$ cat config.mk
export PLATFORM = sky130hd
export DESIGN_NAME = pcap_stream_deframer_unit
export DESIGN_NICKNAME = d
export VERILOG_FILES = /design/src/rtl/pcapdf_pkg.sv /design/src/rtl/pcap_stream_deframer_unit.sv /design/src/rtl/pcapdf_parser.sv
export SDC_FILE = /design/constraint.sdc
export NUM_CORES = 1
export LEC_CHECK = 0
export BUFFER_PORTS_ARGS = -buffer_cell sky130_fd_sc_hd__buf_2
export CAP_MARGIN = 20
export CORE_MARGIN = 2
export CORE_UTILIZATION = 35
export CTS_CLUSTER_SIZE = 20
export DETAILED_ROUTE_END_ITERATION = 10
export GPL_TIMING_DRIVEN = 0
export PLACE_DENSITY = 0.59
export RECOVER_POWER = 25
export SETUP_SLACK_MARGIN = 0.02
export SLEW_MARGIN = 15
export SYNTH_ARGS = -nofsm -noshare
export SYNTH_HDL_FRONTEND = slang
export SYNTH_SLANG_ARGS = --single-unit
$ cat constraint.sdc
create_clock -name i_clk -period 26 [get_ports i_clk]
set_input_delay 3.9 -clock i_clk [delete_from_list [all_inputs] [get_ports i_clk]]
set_output_delay 3.9 -clock i_clk [all_outputs]
set_load 0.03 [all_outputs]
$ cat src/rtl/pcapdf_pkg.sv
`default_nettype none

package pcapdf_pkg;

    // Header sizes in bytes.
    localparam int unsigned GLOBAL_HDR_LEN = 24;
    localparam int unsigned RECORD_HDR_LEN = 16;
    localparam int unsigned HDR_IDX_W      = $clog2(GLOBAL_HDR_LEN);

    // Magic words as read little-endian from the first four bytes.
    localparam logic [31:0] MAGIC_SWAP_NS = 32'h4d3cb2a1;
    localparam logic [31:0] MAGIC_SWAP_US = 32'hd4c3b2a1;
    localparam logic [31:0] MAGIC_NAT_US  = 32'ha1b2c3d4;
    localparam logic [31:0] MAGIC_NAT_NS  = 32'ha1b23c4d;

    localparam logic [15:0] VER_REQ_HI    = 16'd2;
    localparam logic [15:0] VER_REQ_LO    = 16'd4;
    localparam logic [31:0] NS_PER_US     = 32'd1000;

    // Input kinds.
    localparam logic KIND_BYTE = 1'b0;
    localparam logic KIND_END  = 1'b1;

    // Result kinds.
    localparam logic [2:0] RK_FILE_HDR = 3'd0;
    localparam logic [2:0] RK_PKT_HDR  = 3'd1;
    localparam logic [2:0] RK_PAYLOAD  = 3'd2;
    localparam logic [2:0] RK_END      = 3'd3;
    localparam logic [2:0] RK_ERROR    = 3'd4;

    // Error codes.
    localparam logic [2:0] ERR_NONE        = 3'd0;
    localparam logic [2:0] ERR_BAD_MAGIC   = 3'd1;
    localparam logic [2:0] ERR_BAD_VERSION = 3'd2;
    localparam logic [2:0] ERR_OVER_SNAP   = 3'd3;
    localparam logic [2:0] ERR_TRUNC_GLOB  = 3'd4;
    localparam logic [2:0] ERR_TRUNC_REC   = 3'd5;
    localparam logic [2:0] ERR_TRUNC_PAY   = 3'd6;

    // Parse phase, one-hot.
    typedef enum logic [3:0] {
        PH_GLOBAL  = 4'b0001,
        PH_RECORD  = 4'b0010,
        PH_PAYLOAD = 4'b0100,
        PH_DONE    = 4'b1000
    } t_phase;

    typedef struct packed {
        logic       kind;
        logic [7:0] data_byte;
    } t_in_item;

    typedef struct packed {
        logic [2:0]  result_kind;
        logic [2:0]  error_code;
        logic [31:0] link_type;
        logic [31:0] snap_len;
        logic        byte_swapped;
        logic        nanosecond_mode;
        logic [31:0] ts_seconds;
        logic [31:0] ts_nanoseconds;
        logic [31:0] captured_len;
        logic [31:0] original_len;
        logic [7:0]  payload_byte;
        logic        last_of_packet;
    } t_out_item;

    // Assemble a 32-bit word from four file-order bytes.
    function automatic logic [31:0] pack32(input logic [7:0] b0, input logic [7:0] b1,
                                           input logic [7:0] b2, input logic [7:0] b3,
                                           input logic swap);
        return swap ? {b0, b1, b2, b3} : {b3, b2, b1, b0};
    endfunction

    // Assemble a 16-bit word from two file-order bytes.
    function automatic logic [15:0] pack16(input logic [7:0] b0, input logic [7:0] b1,
                                           input logic swap);
        return swap ? {b0, b1} : {b1, b0};
    endfunction

    // Map the file link type to its DLT number.
    function automatic logic [31:0] map_link(input logic [31:0] n);
        logic [31:0] m;
        unique case (n)
            32'd101: m = 32'd12;
            32'd100: m = 32'd11;
            32'd102: m = 32'd15;
            32'd103: m = 32'd16;
            32'd106: m = 32'd19;
            default: m = n;
        endcase
        return m;
    endfunction

endpackage

`default_nettype wire

$ cat src/rtl/pcap_stream_deframer_unit.sv
`default_nettype none

// Classic capture-file stream deframer.
// Input channel (i_in_valid / o_in_ready / i_in_item): one request per stream
// byte in file order, or one end-of-stream request. Output channel
// (o_out_valid / i_out_ready / o_out_item): at most one result per request:
// the file header, each packet header, each payload byte (last flagged), a
// clean end, or a numbered error.
// A result passes the input register, then the result register, before it
// shows on o_out_valid. Throughput is one request per clock while i_out_ready
// is high: the two registers sit around a single combinational parse step,
// whose longest path is the microsecond to nanosecond multiply.
// When the receiver stalls, the input register still takes one more request
// before o_in_ready drops; nothing is lost or repeated.
// Reset (synchronous, active low) returns the parser to the global header,
// clears the format flags, the snapshot length and the sticky error. After
// an error or a clean end, further requests are accepted and give no result
// until the next reset.
module pcap_stream_deframer_unit (
    input  wire logic                  i_clk,
    input  wire logic                  i_rst_n,
    input  wire logic                  i_in_valid,
    output logic                       o_in_ready,
    input  wire pcapdf_pkg::t_in_item  i_in_item,
    output logic                       o_out_valid,
    input  wire logic                  i_out_ready,
    output pcapdf_pkg::t_out_item      o_out_item
);

    logic                  r_in_valid;
    pcapdf_pkg::t_in_item  r_in_item;
    logic                  r_out_valid;
    pcapdf_pkg::t_out_item r_out_item;
    logic                  w_advance;
    logic                  w_res_valid;
    pcapdf_pkg::t_out_item w_res;

    // The held request moves on when the result register is free or emptying.
    assign w_advance  = r_in_valid && (!r_out_valid || i_out_ready);
    assign o_in_ready = !r_in_valid || w_advance;

    // Input register.
    always_ff @(posedge i_clk) begin
        if (!i_rst_n) begin
            r_in_valid <= 1'b0;
        end else if (o_in_ready) begin
            r_in_valid <= i_in_valid;
        end
    end

    always_ff @(posedge i_clk) begin
        if (o_in_ready && i_in_valid) begin
            r_in_item <= i_in_item;
        end
    end

    pcapdf_parser u_parser (
        .i_clk       (i_clk),
        .i_rst_n     (i_rst_n),
        .i_step      (w_advance),
        .i_item      (r_in_item),
        .o_res_valid (w_res_valid),
        .o_res       (w_res)
    );

    // Result register.
    always_ff @(posedge i_clk) begin
        if (!i_rst_n) begin
            r_out_valid <= 1'b0;
        end else if (w_advance) begin
            r_out_valid <= w_res_valid;
        end else if (i_out_ready) begin
            r_out_valid <= 1'b0;
        end
    end

    always_ff @(posedge i_clk) begin
        if (w_advance) begin
            r_out_item <= w_res;
        end
    end

    assign o_out_valid = r_out_valid;
    assign o_out_item  = r_out_item;

    a_in_hold: assert property (@(posedge i_clk) disable iff (!i_rst_n)
        (r_in_valid && !w_advance) |=> (r_in_valid && $stable(r_in_item)))
        else $error("held request lost or changed");

    a_out_hold: assert property (@(posedge i_clk) disable iff (!i_rst_n)
        (r_out_valid && !i_out_ready) |=> (r_out_valid && $stable(r_out_item)))
        else $error("stalled result lost or changed");

    a_no_overrun: assert property (@(posedge i_clk) disable iff (!i_rst_n)
        (r_out_valid && !i_out_ready) |-> !w_advance)
        else $error("parser stepped over a pending result");

endmodule

`default_nettype wire

$ cat src/rtl/pcapdf_parser.sv
`default_nettype none

module pcapdf_parser (
    input  wire logic                  i_clk,
    input  wire logic                  i_rst_n,
    input  wire logic                  i_step,
    input  wire pcapdf_pkg::t_in_item  i_item,
    output logic                       o_res_valid,
    output pcapdf_pkg::t_out_item      o_res
);

    localparam int unsigned IDX_W = pcapdf_pkg::HDR_IDX_W;
    localparam logic [IDX_W-1:0] GLOB_LAST = IDX_W'(pcapdf_pkg::GLOBAL_HDR_LEN - 1);
    localparam logic [IDX_W-1:0] REC_LAST  = IDX_W'(pcapdf_pkg::RECORD_HDR_LEN - 1);

    pcapdf_pkg::t_phase r_phase, n_phase;
    logic [IDX_W-1:0]   r_count, n_count;
    logic [7:0]         r_hdr [pcapdf_pkg::GLOBAL_HDR_LEN];
    logic               r_swap, n_swap;
    logic               r_nano, n_nano;
    logic [31:0]        r_snap, n_snap;
    logic [31:0]        r_rem, n_rem;
    logic               r_broken, n_broken;

    logic               w_hdr_wr;
    logic [31:0]        w_magic;
    logic               w_mswap;
    logic               w_mnano;
    logic               w_mok;
    logic [31:0]        w_gsnap;
    logic               w_ver_ok;
    logic [31:0]        w_link;
    logic [31:0]        w_sec;
    logic [31:0]        w_sub;
    logic [31:0]        w_sub_ns;
    logic [31:0]        w_incl;
    logic [31:0]        w_orig;
    logic [31:0]        w_rem_dec;
    logic [7:0]         b;

    assign b = i_item.data_byte;

    // Global header fields; the last byte of the header is the current one.
    always_comb begin
        w_magic = {r_hdr[3], r_hdr[2], r_hdr[1], r_hdr[0]};
        w_mswap = (w_magic == pcapdf_pkg::MAGIC_SWAP_NS) ||
                  (w_magic == pcapdf_pkg::MAGIC_SWAP_US);
        w_mnano = (w_magic == pcapdf_pkg::MAGIC_SWAP_NS) ||
                  (w_magic == pcapdf_pkg::MAGIC_NAT_NS);
        w_mok   = w_mswap || w_mnano || (w_magic == pcapdf_pkg::MAGIC_NAT_US);
        w_gsnap = pcapdf_pkg::pack32(r_hdr[16], r_hdr[17], r_hdr[18], r_hdr[19], w_mswap);
        w_ver_ok = (pcapdf_pkg::pack16(r_hdr[4], r_hdr[5], w_mswap) ==
                    pcapdf_pkg::VER_REQ_HI) &&
                   (pcapdf_pkg::pack16(r_hdr[6], r_hdr[7], w_mswap) ==
                    pcapdf_pkg::VER_REQ_LO);
        w_link  = pcapdf_pkg::map_link(
                      pcapdf_pkg::pack32(r_hdr[20], r_hdr[21], r_hdr[22], b, w_mswap));
    end

    // Record header fields; the last byte of the header is the current one.
    always_comb begin
        w_sec  = pcapdf_pkg::pack32(r_hdr[0], r_hdr[1], r_hdr[2], r_hdr[3], r_swap);
        w_sub  = pcapdf_pkg::pack32(r_hdr[4], r_hdr[5], r_hdr[6], r_hdr[7], r_swap);
        w_incl = pcapdf_pkg::pack32(r_hdr[8], r_hdr[9], r_hdr[10], r_hdr[11], r_swap);
        w_orig = pcapdf_pkg::pack32(r_hdr[12], r_hdr[13], r_hdr[14], b, r_swap);
    end

    // Microseconds to nanoseconds, wrapping at 32 bits.
    assign w_sub_ns  = w_sub * pcapdf_pkg::NS_PER_US;
    assign w_rem_dec = r_rem - 32'd1;

    // Next state and result for the item being processed.
    always_comb begin
        n_phase     = r_phase;
        n_count     = r_count;
        n_swap      = r_swap;
        n_nano      = r_nano;
        n_snap      = r_snap;
        n_rem       = r_rem;
        n_broken    = r_broken;
        w_hdr_wr    = 1'b0;
        o_res_valid = 1'b0;
        o_res       = '0;

        if (!r_broken && r_phase != pcapdf_pkg::PH_DONE) begin
            if (i_item.kind == pcapdf_pkg::KIND_END) begin
                o_res_valid = 1'b1;
                unique case (r_phase)
                    pcapdf_pkg::PH_GLOBAL: begin
                        n_broken          = 1'b1;
                        o_res.result_kind = pcapdf_pkg::RK_ERROR;
                        o_res.error_code  = pcapdf_pkg::ERR_TRUNC_GLOB;
                    end
                    pcapdf_pkg::PH_PAYLOAD: begin
                        n_broken          = 1'b1;
                        o_res.result_kind = pcapdf_pkg::RK_ERROR;
                        o_res.error_code  = pcapdf_pkg::ERR_TRUNC_PAY;
                    end
                    default: begin
                        if (r_count != '0) begin
                            n_broken          = 1'b1;
                            o_res.result_kind = pcapdf_pkg::RK_ERROR;
                            o_res.error_code  = pcapdf_pkg::ERR_TRUNC_REC;
                        end else begin
                            n_phase           = pcapdf_pkg::PH_DONE;
                            o_res.result_kind = pcapdf_pkg::RK_END;
                        end
                    end
                endcase
            end else if (r_phase == pcapdf_pkg::PH_PAYLOAD) begin
                // Forward one payload byte.
                n_rem              = w_rem_dec;
                o_res_valid        = 1'b1;
                o_res.result_kind  = pcapdf_pkg::RK_PAYLOAD;
                o_res.payload_byte = b;
                if (w_rem_dec == '0) begin
                    o_res.last_of_packet = 1'b1;
                    n_phase              = pcapdf_pkg::PH_RECORD;
                end
            end else begin
                // Collect a header byte.
                w_hdr_wr = 1'b1;
                n_count  = r_count + 1'b1;
                if (r_phase == pcapdf_pkg::PH_GLOBAL && r_count == GLOB_LAST) begin
                    n_count     = '0;
                    o_res_valid = 1'b1;
                    if (!w_mok) begin
                        n_broken          = 1'b1;
                        o_res.result_kind = pcapdf_pkg::RK_ERROR;
                        o_res.error_code  = pcapdf_pkg::ERR_BAD_MAGIC;
                    end else begin
                        n_swap = w_mswap;
                        n_nano = w_mnano;
                        n_snap = w_gsnap;
                        if (!w_ver_ok) begin
                            n_broken          = 1'b1;
                            o_res.result_kind = pcapdf_pkg::RK_ERROR;
                            o_res.error_code  = pcapdf_pkg::ERR_BAD_VERSION;
                        end else begin
                            n_phase           = pcapdf_pkg::PH_RECORD;
                            o_res.result_kind = pcapdf_pkg::RK_FILE_HDR;
                            o_res.link_type   = w_link;
                        end
                    end
                end else if (r_phase == pcapdf_pkg::PH_RECORD && r_count == REC_LAST) begin
                    n_count     = '0;
                    o_res_valid = 1'b1;
                    if (w_incl > r_snap) begin
                        n_broken          = 1'b1;
                        o_res.result_kind = pcapdf_pkg::RK_ERROR;
                        o_res.error_code  = pcapdf_pkg::ERR_OVER_SNAP;
                    end else begin
                        o_res.result_kind    = pcapdf_pkg::RK_PKT_HDR;
                        o_res.ts_seconds     = w_sec;
                        o_res.ts_nanoseconds = r_nano ? w_sub : w_sub_ns;
                        o_res.captured_len   = w_incl;
                        o_res.original_len   = w_orig;
                        n_rem                = w_incl;
                        n_phase = (w_incl != '0) ? pcapdf_pkg::PH_PAYLOAD
                                                 : pcapdf_pkg::PH_RECORD;
                    end
                end
            end
        end

        // Every result carries the stream format as it stands after this item.
        o_res.snap_len        = n_snap;
        o_res.byte_swapped    = n_swap;
        o_res.nanosecond_mode = n_nano;
    end

    // Parser state.
    always_ff @(posedge i_clk) begin
        if (!i_rst_n) begin
            r_phase  <= pcapdf_pkg::PH_GLOBAL;
            r_count  <= '0;
            r_swap   <= 1'b0;
            r_nano   <= 1'b0;
            r_snap   <= '0;
            r_rem    <= '0;
            r_broken <= 1'b0;
        end else if (i_step) begin
            r_phase  <= n_phase;
            r_count  <= n_count;
            r_swap   <= n_swap;
            r_nano   <= n_nano;
            r_snap   <= n_snap;
            r_rem    <= n_rem;
            r_broken <= n_broken;
        end
    end

    // Header byte store.
    always_ff @(posedge i_clk) begin
        if (i_step && w_hdr_wr) begin
            r_hdr[r_count] <= b;
        end
    end

    a_count_range: assert property (@(posedge i_clk) disable iff (!i_rst_n)
        r_count <= GLOB_LAST)
        else $error("header byte count beyond global header");

    a_record_count: assert property (@(posedge i_clk) disable iff (!i_rst_n)
        (r_phase == pcapdf_pkg::PH_RECORD) |-> (r_count <= REC_LAST))
        else $error("header byte count beyond record header");

    a_payload_nonzero: assert property (@(posedge i_clk) disable iff (!i_rst_n)
        (r_phase == pcapdf_pkg::PH_PAYLOAD) |-> (r_rem != '0))
        else $error("payload phase with nothing left");

    a_broken_sticky: assert property (@(posedge i_clk) disable iff (!i_rst_n)
        r_broken |=> r_broken)
        else $error("error state cleared without reset");

endmodule

`default_nettype wire

==> impl_metrics.csv <==
group,metric,value,unit
outcome,status,"completed",
die,die-area,75000,µm²
die,fp.dieH,274,µm
grt,grt_pass1_wl,115,mm
logic_synthesis,ys_seq_area_share,52.5,%
logic_synthesis,ys_async_sr_fraction,0,%
worst_setup_path,rr_worst_depth,22,
logic_synthesis,synth_top_area_cell,"edfxtp_1",
logic_synthesis,ys_types,87,
routing,wl,77.7,mm
grt,grt_max_degree,63,
sta,hold_viol_final,0,
routing,viasPerCell,5.24,
place,portBuffers,222,
sta,period_share,33.1,%
logic_synthesis,yosys_warnings,0,
clock_tree,insertion_delay,0.62,ns
final_layout,drive_above_1_share,14.5,%
die,pin_count,224,
worst_setup_path,cp.required,22.10,ns
place,place.detailed.hpwl,58.3,mm
hold_path,hp-class,"reg2reg",
place,place.gp.congestion,0.929,
logic_synthesis,syn-mean-instance-area,11.2,µm²
worst_setup_path,path_max_fanout,4,
clock_tree,cts.sinks,472,
logic_synthesis,synth.top_cell.area_share,46.4,%
logic_synthesis,ys.flop_type,"edfxtp_1",
worst_setup_path,endpoint_kind,"output pin",
worst_setup_path,critPathMostFrequentCell,"buf_2",
final_layout,area_delta_synth_final,16.5,%
final_layout,fin_nets,2759,
clock_tree,post_cts_buffers,0,
clock_tree,clock_path_buffers,3,
sta,finalSetupTns,0,ns
worst_setup_path,cp_top_family,"simple AND/OR/NAND/NOR gates",
clock_tree,cts_hold_buf,0,
final_layout,final.fill_count,6926,
sta,hold_slack,0.482,ns
logic_synthesis,yosys-top-cells-area,"edfxtp_1 46%, fa_1 7.1%, dfxtp_1 6.1%",
pwr,powerDensity,56.7,nW/µm²
logic_synthesis,synthTopCellsByCount,"394 x edfxtp_1, 261 x nand2_1, 225 x nor2_1",
logic_synthesis,synth_nets,2467,
clock_tree,clkSlewWorstSetupHoldPaths,0.05,ns
clock_tree,cts_root_buffer,"clkbuf_16",
grt,grt_overflow,0,
logic_synthesis,synth-edff-count,394,
logic_synthesis,syn_area,25500,µm²
pwr,vdd.ir_drop.worst,0.0000380,V
worst_setup_path,crit_path_start,"i_out_ready",
pwr,p_leak,11.2,nW
routing,routed-via-count,18600,
worst_setup_path,critPathArrivalTime,4.71,ns
sta,max_freq,116,MHz
sta,finalSetupViolCount,0,
sta,maxSlewHeadroom,19.8,%
worst_setup_path,startpoint_type,"input pin",
clock_tree,cts_tree,"done",
worst_setup_path,rr_startpoint,"u_parser.r_swap$_SDFFE_PN0P_",
job,cap_violations,0,
clock_tree,cts_htree_levels,2,
sta,maxSlewViolCount,0,
logic_synthesis,postSynthCellCount,2269,
worst_setup_path,crit_path_top_delay_cell,"nor2b_1",
sta,rsz0062_at_grt,"no",
sta,worst_slew_pin_slew,1.20,ns
routing,drt_iter0_drc,1468,
hold_path,min_from,"u_parser.r_snap[10]$_SDFFE_PN0P_",
logic_synthesis,yosysMostFrequentCell,"edfxtp_1",
worst_setup_path,crit_cells,4,
worst_setup_path,critPathKind,"in2out",
grt,grt_pass1_vias,18600,
worst_setup_path,crit_path_max_incr_delay,0.39,ns
worst_setup_path,path_cells,"buf_2 > nor2b_1 > nand2_1 > buf_2",
grt,antenna_found_initial,1,
die,die_w,274,µm
hold_path,hold_path_depth,2,
worst_setup_path,critical_path_buf_inv_count,2,
final_layout,antenna_cells,0,
routing,ant_nets,0,
sta,post-route-min-period,8.61,ns
clock_tree,cts_resized,0,
logic_synthesis,synth_seq_cells,472,
clock_tree,cts_buffers,53,
sta,skew,0.0260,ns
grt,grt_util_all_layers,20.4,%
die,initial_core_util,35.5,%
routing,wl_per_cell,21.9,µm
die,core,71900,µm²
routing,firstDrtPassIters,5,
routing,post-route-drc-count,0,
die,rows,98,
==> per-stage QoR <==
stage               worst slack, ns  instance area [µm²]  cells  utilization (%)  power [W]
floorplan                     15.06                25500   2269                -   0.000899
detailed placement            17.39                28100   3456             39.1   0.000929
global route                  17.32                29700   3554             41.3    0.00174
CTS                           17.39                29900   3554             41.6    0.00170
global placement              11.76                27800   3441             38.7   0.000930
finish                        17.39                29700   3554             41.3    0.00169
==> cells by family after synthesis <==
kind of cell,Yosys count,share of synthesized area [%]
fa+ha+maj,185,11.8
flops,472,52.5
mux,171,6.82
buf+inv,314,4.83
xor+xnor,36,1.29
simple gates,737,13.9
compound gates,354,8.88
==> path summary, 6_finish.rpt <==
kind	end	slack, ns
max	o_in_ready	17.39
max reg2reg	o_out_item[103]$_SDFFCE_PP0P_	18.11
min	u_parser.r_snap[10]$_SDFFE_PN0P_	0.48
min reg2reg	u_parser.r_snap[10]$_SDFFE_PN0P_	0.48
==> worst register-to-register path: cells and delay by family (launching register included) <==
kind	cells	cell delay, ns
fa+ha+maj	5	2.28
flops	1	0.30
mux	2	1.01
buf+inv	7	1.72
simple gates	3	0.58
compound gates	5	1.77
==> state kept, by name, indices dropped and copies added, names as in the netlist <==
register / flops
o_out_item: 209
o_out_valid: 1
u_parser.r_count: 5
u_parser.r_swap: 1
u_parser.r_snap: 32
u_parser.r_rem: 32
u_parser.r_broken: 1
r_in_item: 9
r_in_valid: 1
u_parser.r_phase: 4
u_parser.r_nano: 1
u_parser.r_hdr: 176
==> metal layers <==
metal,vias up,share of wire [%],global-route usage [%]
met3,107,5.9,3.15
met4,0,2.5,5.82
met5,-,0,0
met2,591,49,34.8
li1,8613,-,-
met1,9318,43,26.8
==> cells in the final DEF (no fill, tap or decap), types with 13 or more instances in the layout <==
cell type  count
ha_1          94
dfxtp_1       78
xnor2_1       24
a21oi_1      103
o22ai_1       17
nor4_1        27
buf_2        233
mux2i_1      150
a211oi_1      23
nand3_1       33
o211ai_1      13
nor2_1       225
clkbuf_16     53
clkbuf_1      89
o21ai_0       86
mux2_2        20
inv_1        214
a21boi_0      37
or3_1         18
nand4_1       27
buf_1         13
nand2_1      261
clkinv_1      13
fa_1          91
nor3_1        39
edfxtp_1     394
==> report_power, final <==
part,switching (W),internal [W]
Sequential,0.00000915,0.000831
Combinational,0.0000545,0.0000152
Clock,0.000317,0.000459
==> layout make-up <==
cell class / count / area [µm²] / area share, %
Buffer: 99 / 412 / 1.39
Clock buffer: 61 / 1370 / 4.60
Clock inverter: 37 / 443 / 1.49
Inverter: 215 / 807 / 2.72
Multi-Input combinational cell: 1483 / 10800 / 36.5
Sequential cell: 472 / 13400 / 45.1
Tap cell: 950 / 1190 / 4.00
Timing Repair Buffer: 237 / 1250 / 4.20
No activity file was read; power rests on OpenSTA's default activity.
